==> src/rtl/jet_pkg.sv <==
// Shared types, register indexes, reset values and saturation for the Julia escape-time block.
`default_nettype none
package jet_pkg;

    localparam int FRAC_BITS = 28;
    localparam int CFG_IDX_W = 3;

    // register indexes
    localparam logic [CFG_IDX_W-1:0] REG_X_MIN    = 3'd0;
    localparam logic [CFG_IDX_W-1:0] REG_X_STEP   = 3'd1;
    localparam logic [CFG_IDX_W-1:0] REG_Y_MIN    = 3'd2;
    localparam logic [CFG_IDX_W-1:0] REG_Y_STEP   = 3'd3;
    localparam logic [CFG_IDX_W-1:0] REG_C_REAL   = 3'd4;
    localparam logic [CFG_IDX_W-1:0] REG_C_IMAG   = 3'd5;
    localparam logic [CFG_IDX_W-1:0] REG_MAX_ITER = 3'd6;

    // reset values
    localparam logic signed [31:0] RST_X_MIN    = -32'sd536870912;
    localparam logic [30:0]        RST_X_STEP   = 31'd2097152;
    localparam logic signed [31:0] RST_Y_MIN    = -32'sd536870912;
    localparam logic [30:0]        RST_Y_STEP   = 31'd2097152;
    localparam logic signed [31:0] RST_C_REAL   = -32'sd187904819;
    localparam logic signed [31:0] RST_C_IMAG   = 32'sd72517838;
    localparam logic [7:0]         RST_MAX_ITER = 8'd100;

    localparam logic signed [31:0] Q_MAX = 32'sh7FFF_FFFF;
    localparam logic signed [31:0] Q_MIN = 32'sh8000_0000;

    typedef struct packed {
        logic [8:0] column;
        logic [8:0] row;
    } in_item_t;

    typedef struct packed {
        logic [8:0] out_column;
        logic [8:0] out_row;
        logic [7:0] escape_count;
    } out_item_t;

    typedef struct packed {
        logic signed [31:0] x_min;
        logic [30:0]        x_step;
        logic signed [31:0] y_min;
        logic [30:0]        y_step;
        logic signed [31:0] c_real;
        logic signed [31:0] c_imag;
        logic [7:0]         max_iterations;
    } cfg_t;

    // clamp a wide signed value to the Q4.28 range
    function automatic logic signed [31:0] sat_q(input logic signed [41:0] v);
        logic signed [31:0] r;
        if (v[41:31] == {11{v[41]}}) begin
            r = $signed(v[31:0]);
        end else if (v[41]) begin
            r = Q_MIN;
        end else begin
            r = Q_MAX;
        end
        return r;
    endfunction

endpackage
`default_nettype wire

==> src/rtl/jet_cfg.sv <==
// Configuration register file for the Julia escape-time block.
`default_nettype none
module jet_cfg (
    input  wire logic                          aclk,
    input  wire logic                          aresetn,
    input  wire logic                          wr_en,
    input  wire logic [jet_pkg::CFG_IDX_W-1:0] wr_index,
    input  wire logic [31:0]                   wr_data,
    output jet_pkg::cfg_t                      cfg
);

    jet_pkg::cfg_t cfg_reg;

    always_ff @(posedge aclk) begin
        if (!aresetn) begin
            cfg_reg.x_min          <= jet_pkg::RST_X_MIN;
            cfg_reg.x_step         <= jet_pkg::RST_X_STEP;
            cfg_reg.y_min          <= jet_pkg::RST_Y_MIN;
            cfg_reg.y_step         <= jet_pkg::RST_Y_STEP;
            cfg_reg.c_real         <= jet_pkg::RST_C_REAL;
            cfg_reg.c_imag         <= jet_pkg::RST_C_IMAG;
            cfg_reg.max_iterations <= jet_pkg::RST_MAX_ITER;
        end else if (wr_en) begin
            unique case (wr_index)
                jet_pkg::REG_X_MIN:    cfg_reg.x_min          <= $signed(wr_data);
                jet_pkg::REG_X_STEP:   cfg_reg.x_step         <= wr_data[30:0];
                jet_pkg::REG_Y_MIN:    cfg_reg.y_min          <= $signed(wr_data);
                jet_pkg::REG_Y_STEP:   cfg_reg.y_step         <= wr_data[30:0];
                jet_pkg::REG_C_REAL:   cfg_reg.c_real         <= $signed(wr_data);
                jet_pkg::REG_C_IMAG:   cfg_reg.c_imag         <= $signed(wr_data);
                jet_pkg::REG_MAX_ITER: cfg_reg.max_iterations <= wr_data[7:0];
                default: ;  // unmapped index, write dropped
            endcase
        end
    end

    assign cfg = cfg_reg;

endmodule
`default_nettype wire

==> src/rtl/jet_mul.sv <==
// Shared registered 32x32 signed multiplier.
`default_nettype none
module jet_mul (
    input  wire logic               aclk,
    input  wire logic signed [31:0] op_a,
    input  wire logic signed [31:0] op_b,
    output logic signed [63:0]      prod
);

    logic signed [63:0] prod_reg;

    always_ff @(posedge aclk) begin
        prod_reg <= op_a * op_b;
    end

    assign prod = prod_reg;

endmodule
`default_nettype wire

==> src/rtl/jet_core.sv <==
// Sequencer and datapath: start point, z = z^2 + c iteration and escape test.
`default_nettype none
module jet_core (
    input  wire logic              aclk,
    input  wire logic              aresetn,
    input  wire jet_pkg::cfg_t     cfg,
    input  wire logic              start,
    input  wire jet_pkg::in_item_t in_item,
    output logic                   ready,
    output logic                   done,
    input  wire logic              res_ready,
    output jet_pkg::out_item_t     result
);

    localparam logic [3:0] S_IDLE = 4'd0;
    localparam logic [3:0] S_SX   = 4'd1;
    localparam logic [3:0] S_SY   = 4'd2;
    localparam logic [3:0] S_ZY   = 4'd3;
    localparam logic [3:0] S_XX   = 4'd4;
    localparam logic [3:0] S_YY   = 4'd5;
    localparam logic [3:0] S_XY   = 4'd6;
    localparam logic [3:0] S_UPD  = 4'd7;
    localparam logic [3:0] S_DONE = 4'd8;

    logic [3:0]         state_reg, state_next;
    logic [8:0]         col_reg, row_reg;
    logic [7:0]         count_reg, count_next;
    logic signed [31:0] zx_reg, zx_next;
    logic signed [31:0] zy_reg, zy_next;
    logic signed [63:0] xx_reg, xx_next;
    logic signed [63:0] diff_reg, diff_next;

    logic signed [31:0] op_a, op_b;
    logic signed [63:0] prod;
    logic [63:0]        mag_sum;
    logic signed [41:0] start_x, start_y, iter_x, iter_y;

    jet_mul u_mul (
        .aclk (aclk),
        .op_a (op_a),
        .op_b (op_b),
        .prod (prod)
    );

    // operand select for the shared multiplier; the product is registered and appears in the next cycle
    always_comb begin
        unique case (state_reg)
            S_SX: begin
                op_a = $signed({23'd0, col_reg});
                op_b = $signed({1'b0, cfg.x_step});
            end
            S_SY: begin
                op_a = $signed({23'd0, row_reg});
                op_b = $signed({1'b0, cfg.y_step});
            end
            S_XX: begin
                op_a = zx_reg;
                op_b = zx_reg;
            end
            S_YY: begin
                op_a = zy_reg;
                op_b = zy_reg;
            end
            default: begin
                op_a = zx_reg;
                op_b = zy_reg;
            end
        endcase
    end

    // product of a 9-bit index and a 31-bit step stays below 2^40
    assign start_x = {{10{cfg.x_min[31]}}, cfg.x_min} + $signed(prod[41:0]);
    assign start_y = {{10{cfg.y_min[31]}}, cfg.y_min} + $signed(prod[41:0]);
    assign iter_x  = $signed({{6{diff_reg[63]}}, diff_reg[63:28]})
                   + {{10{cfg.c_real[31]}}, cfg.c_real};
    // 2*zx*zy in Q4.28 is the product shifted by one less
    assign iter_y  = $signed({{5{prod[63]}}, prod[63:27]})
                   + {{10{cfg.c_imag[31]}}, cfg.c_imag};
    // both squares are non-negative, so the unsigned sum cannot wrap
    assign mag_sum = $unsigned(xx_reg) + $unsigned(prod);

    always_comb begin
        state_next = state_reg;
        count_next = count_reg;
        zx_next    = zx_reg;
        zy_next    = zy_reg;
        xx_next    = xx_reg;
        diff_next  = diff_reg;
        unique case (state_reg)
            S_IDLE: begin
                count_next = 8'd0;
                if (start) state_next = S_SX;
            end
            S_SX: state_next = S_SY;
            S_SY: begin
                zx_next    = jet_pkg::sat_q(start_x);
                state_next = S_ZY;
            end
            S_ZY: begin
                zy_next    = jet_pkg::sat_q(start_y);
                state_next = S_XX;
            end
            S_XX: begin
                if (count_reg >= cfg.max_iterations) state_next = S_DONE;
                else                                 state_next = S_YY;
            end
            S_YY: begin
                xx_next    = prod;
                state_next = S_XY;
            end
            S_XY: begin
                diff_next = xx_reg - prod;
                // |z|^2 >= 4.0 in Q8.56
                if (mag_sum[63:58] != 6'd0) state_next = S_DONE;
                else                         state_next = S_UPD;
            end
            S_UPD: begin
                zx_next    = jet_pkg::sat_q(iter_x);
                zy_next    = jet_pkg::sat_q(iter_y);
                count_next = count_reg + 8'd1;
                state_next = S_XX;
            end
            S_DONE: begin
                if (res_ready) state_next = S_IDLE;
            end
            default: state_next = S_IDLE;
        endcase
    end

    always_ff @(posedge aclk) begin
        if (!aresetn) begin
            state_reg <= S_IDLE;
        end else begin
            state_reg <= state_next;
        end
    end

    always_ff @(posedge aclk) begin
        if (state_reg == S_IDLE && start) begin
            col_reg <= in_item.column;
            row_reg <= in_item.row;
        end
        count_reg <= count_next;
        zx_reg    <= zx_next;
        zy_reg    <= zy_next;
        xx_reg    <= xx_next;
        diff_reg  <= diff_next;
    end

    assign ready               = (state_reg == S_IDLE);
    assign done                = (state_reg == S_DONE);
    assign result.out_column   = col_reg;
    assign result.out_row      = row_reg;
    assign result.escape_count = count_reg;

endmodule
`default_nettype wire

==> src/rtl/julia_escape_time_pixel_top.sv <==
// Top level of the Julia escape-time pixel block: config, core and output register.
//
//   channel | direction | handshake           | payload
//   s_      | in        | s_valid / s_ready   | s_data   (column, row)
//   m_      | out       | m_valid / m_ready   | m_data   (out_column, out_row, escape_count)
//   cfg_    | in        | cfg_valid/cfg_ready | cfg_index, cfg_data
//
// An item is iterated from accept until it stops at the limit after n iterations
// or escapes during iteration n+1; the default limit is 100. The single shared
// multiplier does three products per iteration.
// Synchronous active-low reset restores the register defaults; there is no clearing pass.
// The finished result sits in the output register, so the next item is
// accepted while it waits; the core stalls only when that register is still full.
`default_nettype none
module julia_escape_time_pixel_top (
    input  wire logic                          aclk,
    input  wire logic                          aresetn,
    input  wire logic                          s_valid,
    output logic                               s_ready,
    input  wire jet_pkg::in_item_t             s_data,
    output logic                               m_valid,
    input  wire logic                          m_ready,
    output jet_pkg::out_item_t                 m_data,
    input  wire logic                          cfg_valid,
    output logic                               cfg_ready,
    input  wire logic [jet_pkg::CFG_IDX_W-1:0] cfg_index,
    input  wire logic [31:0]                   cfg_data
);

    jet_pkg::cfg_t      cfg;
    jet_pkg::out_item_t core_result;
    jet_pkg::out_item_t m_data_reg;
    logic               m_valid_reg, m_valid_next;
    logic               core_ready, core_done, out_free, out_load;

    assign cfg_ready = 1'b1;

    jet_cfg u_cfg (
        .aclk     (aclk),
        .aresetn  (aresetn),
        .wr_en    (cfg_valid && cfg_ready),
        .wr_index (cfg_index),
        .wr_data  (cfg_data),
        .cfg      (cfg)
    );

    jet_core u_core (
        .aclk      (aclk),
        .aresetn   (aresetn),
        .cfg       (cfg),
        .start     (s_valid),
        .in_item   (s_data),
        .ready     (core_ready),
        .done      (core_done),
        .res_ready (out_free),
        .result    (core_result)
    );

    assign s_ready  = core_ready;
    assign out_free = !m_valid_reg || m_ready;
    assign out_load = core_done && out_free;

    always_comb begin
        m_valid_next = m_valid_reg;
        if (out_load)     m_valid_next = 1'b1;
        else if (m_ready) m_valid_next = 1'b0;
    end

    always_ff @(posedge aclk) begin
        if (!aresetn) begin
            m_valid_reg <= 1'b0;
        end else begin
            m_valid_reg <= m_valid_next;
        end
    end

    always_ff @(posedge aclk) begin
        if (out_load) m_data_reg <= core_result;
    end

    assign m_valid = m_valid_reg;
    assign m_data  = m_data_reg;

`ifndef SYNTHESIS
    // one item at a time: the core is busy right after an accept
    a_busy_after_accept: assert property (@(posedge aclk) disable iff (!aresetn)
        s_valid && s_ready |=> !s_ready)
        else $error("input accepted while core busy");

    // a finished count never exceeds the limit it was run against
    a_count_limit: assert property (@(posedge aclk) disable iff (!aresetn)
        m_valid |-> m_data.escape_count <= cfg.max_iterations)
        else $error("escape count above iteration limit");

    // a result handed over by the core shows up at the output next cycle
    a_result_loaded: assert property (@(posedge aclk) disable iff (!aresetn)
        core_done && out_free |=> m_valid && !core_done)
        else $error("core result not moved to output register");
`endif

endmodule
`default_nettype wire
==> config.mk <==
export PLATFORM = sky130hd
export DESIGN_NAME = julia_escape_time_pixel_top
export DESIGN_NICKNAME = d
export VERILOG_FILES = /design/src/rtl/jet_pkg.sv /design/src/rtl/jet_cfg.sv /design/src/rtl/jet_mul.sv /design/src/rtl/jet_core.sv /design/src/rtl/julia_escape_time_pixel_top.sv
export SDC_FILE = /design/constraint.sdc
export NUM_CORES = 2
export LEC_CHECK = 0
export ABC_AREA = 0
export BUFFER_PORTS_ARGS = -buffer_cell sky130_fd_sc_hd__buf_2
export CELL_PAD_IN_SITES_DETAIL_PLACEMENT = 1
export CELL_PAD_IN_SITES_GLOBAL_PLACEMENT = 1
export CORE_MARGIN = 2
export CORE_UTILIZATION = 40
export CTS_BUF_LIST = sky130_fd_sc_hd__clkbuf_4
export DETAILED_ROUTE_END_ITERATION = 8
export PLACE_DENSITY = 0.76
export SLEW_MARGIN = 5
export SYNTH_ARGS = -nofsm -noshare
export SYNTH_HDL_FRONTEND = slang
export SYNTH_SLANG_ARGS = --single-unit
==> constraint.sdc <==
create_clock -name aclk -period 10.1 [get_ports aclk]
set_input_delay 0 -clock aclk [delete_from_list [all_inputs] [get_ports aclk]]
set_output_delay 0 -clock aclk [all_outputs]
set_load 0.005 [all_outputs]
==> out/metrics.cfg <==
[setup_path]
worst_setup_path_start_kind = register
crit_path_end_kind = register
crit_type = register to register
critical_path.max_stage_delay_ps = 620
cp_max_fo = 44
cpMostUsedCell = fa_1
worstPathArrival_ps = 10770
critical_path_required_ps = 11030
critPathSlowestCell = o21a_1

[finish]
multi_input_area_sq_um = 49600
fillers = 19500
areaGrowthSynthToFinish_pct = 10.9
utilization_pct = 44.5
ff_latch_area_sq_um = 11800
largest_reg_flops = 198
drive_gt1_share_pct = 8.30
fin_nets = 9387

[detailed_routing]
vias_per_cell = 5.73
wl_per_cell_um = 26.7
wl_met3_um = 20500
routed-wl-met2_um = 124000
highest_layer = met5
wl_met1_um = 107000
drtPass1Iterations = 6
drc = 0
routed_wl_um = 270000
drt_iter0_drc = 5069
vias = 57900
antenna_left = 0

[synthesis]
yosys_warnings = 0
postSynth.asyncResetShare_pct = 0
synth_top_family_by_area = adder cells
ys_types = 93
postSynthCellCount = 7549
ys_ff_latch = 483
syn-cell-area_sq_um = 66900
synth-edff-count = 216
synth_xor_area_share_pct = 3.02
syn_nets = 9165
synth-compound-area-share_pct = 14.3
synth.area.mux_share_pct = 0.159
ys.flop_type = dfxtp_1
synthSimpleGateAreaFrac_pct = 14.9
seq_area_frac_synth_pct = 17.7
synthAdderAreaFrac_pct = 41.3
avgSynthCellArea_sq_um = 8.87

[placement]
gp_congestion = 1.02
dp_hpwl_um = 214000
port_buffers = 85

[clock_tree]
htreeDepth = 4
cts_sinks = 483
clkLatencyLatePin_ps = 1100
cts-root-buf = clkbuf_4
clk_path_buf_depth = 3
clkTransAtPathRegs_ps = 90
cts_buffers = 138
cts_tree = yes

[global_route]
grt_max_degree = 69
first_global_vias = 61700
grt_pass1_wl_um = 401000
grtUsageTotal_pct = 31.9
antenna_found_initial = 18
overflow = 0

[die]
die_h_um = 413
start_util_pct = 40.2
io_pins = 87
dieArea_sq_um = 171000
placementRows = 150
core-area_sq_um = 167000
die_w_um = 413

[outcome]
failed_checks = capacitance limit
status = complete, but fails checks

[sta]
period_minus_slack_ps = 9840
slew_violations = 0
fmax_mhz = 102
timing.hold.ws_ps = 185
hold_viol = 0
tns_ps = 0
finalCritPeriodShare_pct = 97.4
tightest_slew_ps = 1470
setup_viol = 0
fin_skew_ps = 73.0
relSlewSlack_pct = 1.01

[hold_path]
min_path_type = input pin to register

[flow_run]
maxCapViolCount = 1

Yosys cell counts, drive strengths merged (162+ instances only):
master  number  area share [%]
nand2     1119             6.3
nor2       717             4.0
o21ai      209             1.6
a21boi     168             1.9
xnor2      162             2.1
edfxtp     216             9.7
inv       1159             6.5
dfxtp      267             8.0
clkbuf     333             1.9
a21oi      303             2.3
fa        1086              32
ha         472             8.8
kinds of logic after synthesis:
kind of cell               count (synthesis)
AOI/OAI and AO/OA                       1395
buffers and inverters                   1530
and+or+nand+nor                         2341
xor gates and xnor gates                 231
adders and majority gates               1558
muxes                                     10
DFF                                      483
other                                      1
through the flow:
stage               instances  instance area, sq um  worst slack, ps
floorplan                7549                 66900              235
global placement         9699                 70800              217
detailed placement       9699                 70800             86.0
CTS                     10100                 74100             73.4
global route            10100                 74200            -9.56
finish                  10100                 74200              262
critical path, delay by kind of cell (launching register included):
family | cells | cell delay (ps)
xor gates and xnor gates | 1 | 130
DFF | 1 | 410
buffers and inverters | 9 | 1200
adders and majority gates | 9 | 3900
and+or+nand+nor | 9 | 1820
AOI/OAI and AO/OA | 8 | 2220
cell usage in the layout, fill, tap and decap left out, drive strengths merged, types with 209 or more instances in the layout:
cell	instances
a21oi	303
buf	322
dfxtp	267
edfxtp	216
fa	1086
ha	472
inv	1164
nand2	1119
nor2	717
o21ai	209
timing repair:
action	in CTS	in global routing
resized for setup	0	30
hold buffers	133	0
setup endpoints to repair	0	17
setup buffers	0	3
hold endpoints to repair	247	0
metal layers:
| layer | vias up | global-route usage, % |
|---|---|---|
| met3 | 678 | 6.29 |
| li1 | 24900 | - |
| met2 | 2296 | 51.0 |
| met5 | - | 0 |
| met1 | 29900 | 40.4 |
| met4 | 12 | 17.6 |
worst paths after layout:
check / from / end / slack (ps) / cells past startpoint
min: s_data[14] / u_core.col_reg[5]$_DFFE_PP_ / 190 / 3
max: u_core.state_reg[0]$_SDFFE_PN0P_ / u_core.u_mul.prod[55]$_DFF_P_ / 260 / 36
max reg2reg: u_core.state_reg[0]$_SDFFE_PN0P_ / u_core.u_mul.prod[55]$_DFF_P_ / 260 / 36
min reg2reg: u_cfg.cfg[44]$_SDFFE_PN0P_ / u_cfg.cfg[44]$_SDFFE_PN0P_ / 470 / 2
layout make-up:
cell class	count	area share, %
Timing Repair Buffer	453	5.09
Multi-Input combinational cell	5536	66.8
Antenna cell	6	0.0202
Clock inverter	46	0.514
Inverter	1159	5.87
Clock buffer	203	2.05
Tap cell	2204	3.72
Sequential cell	483	16.0
Power is not shown: default switching activity piles up to over one toggle a cycle in this logic, so the estimate is an artifact.
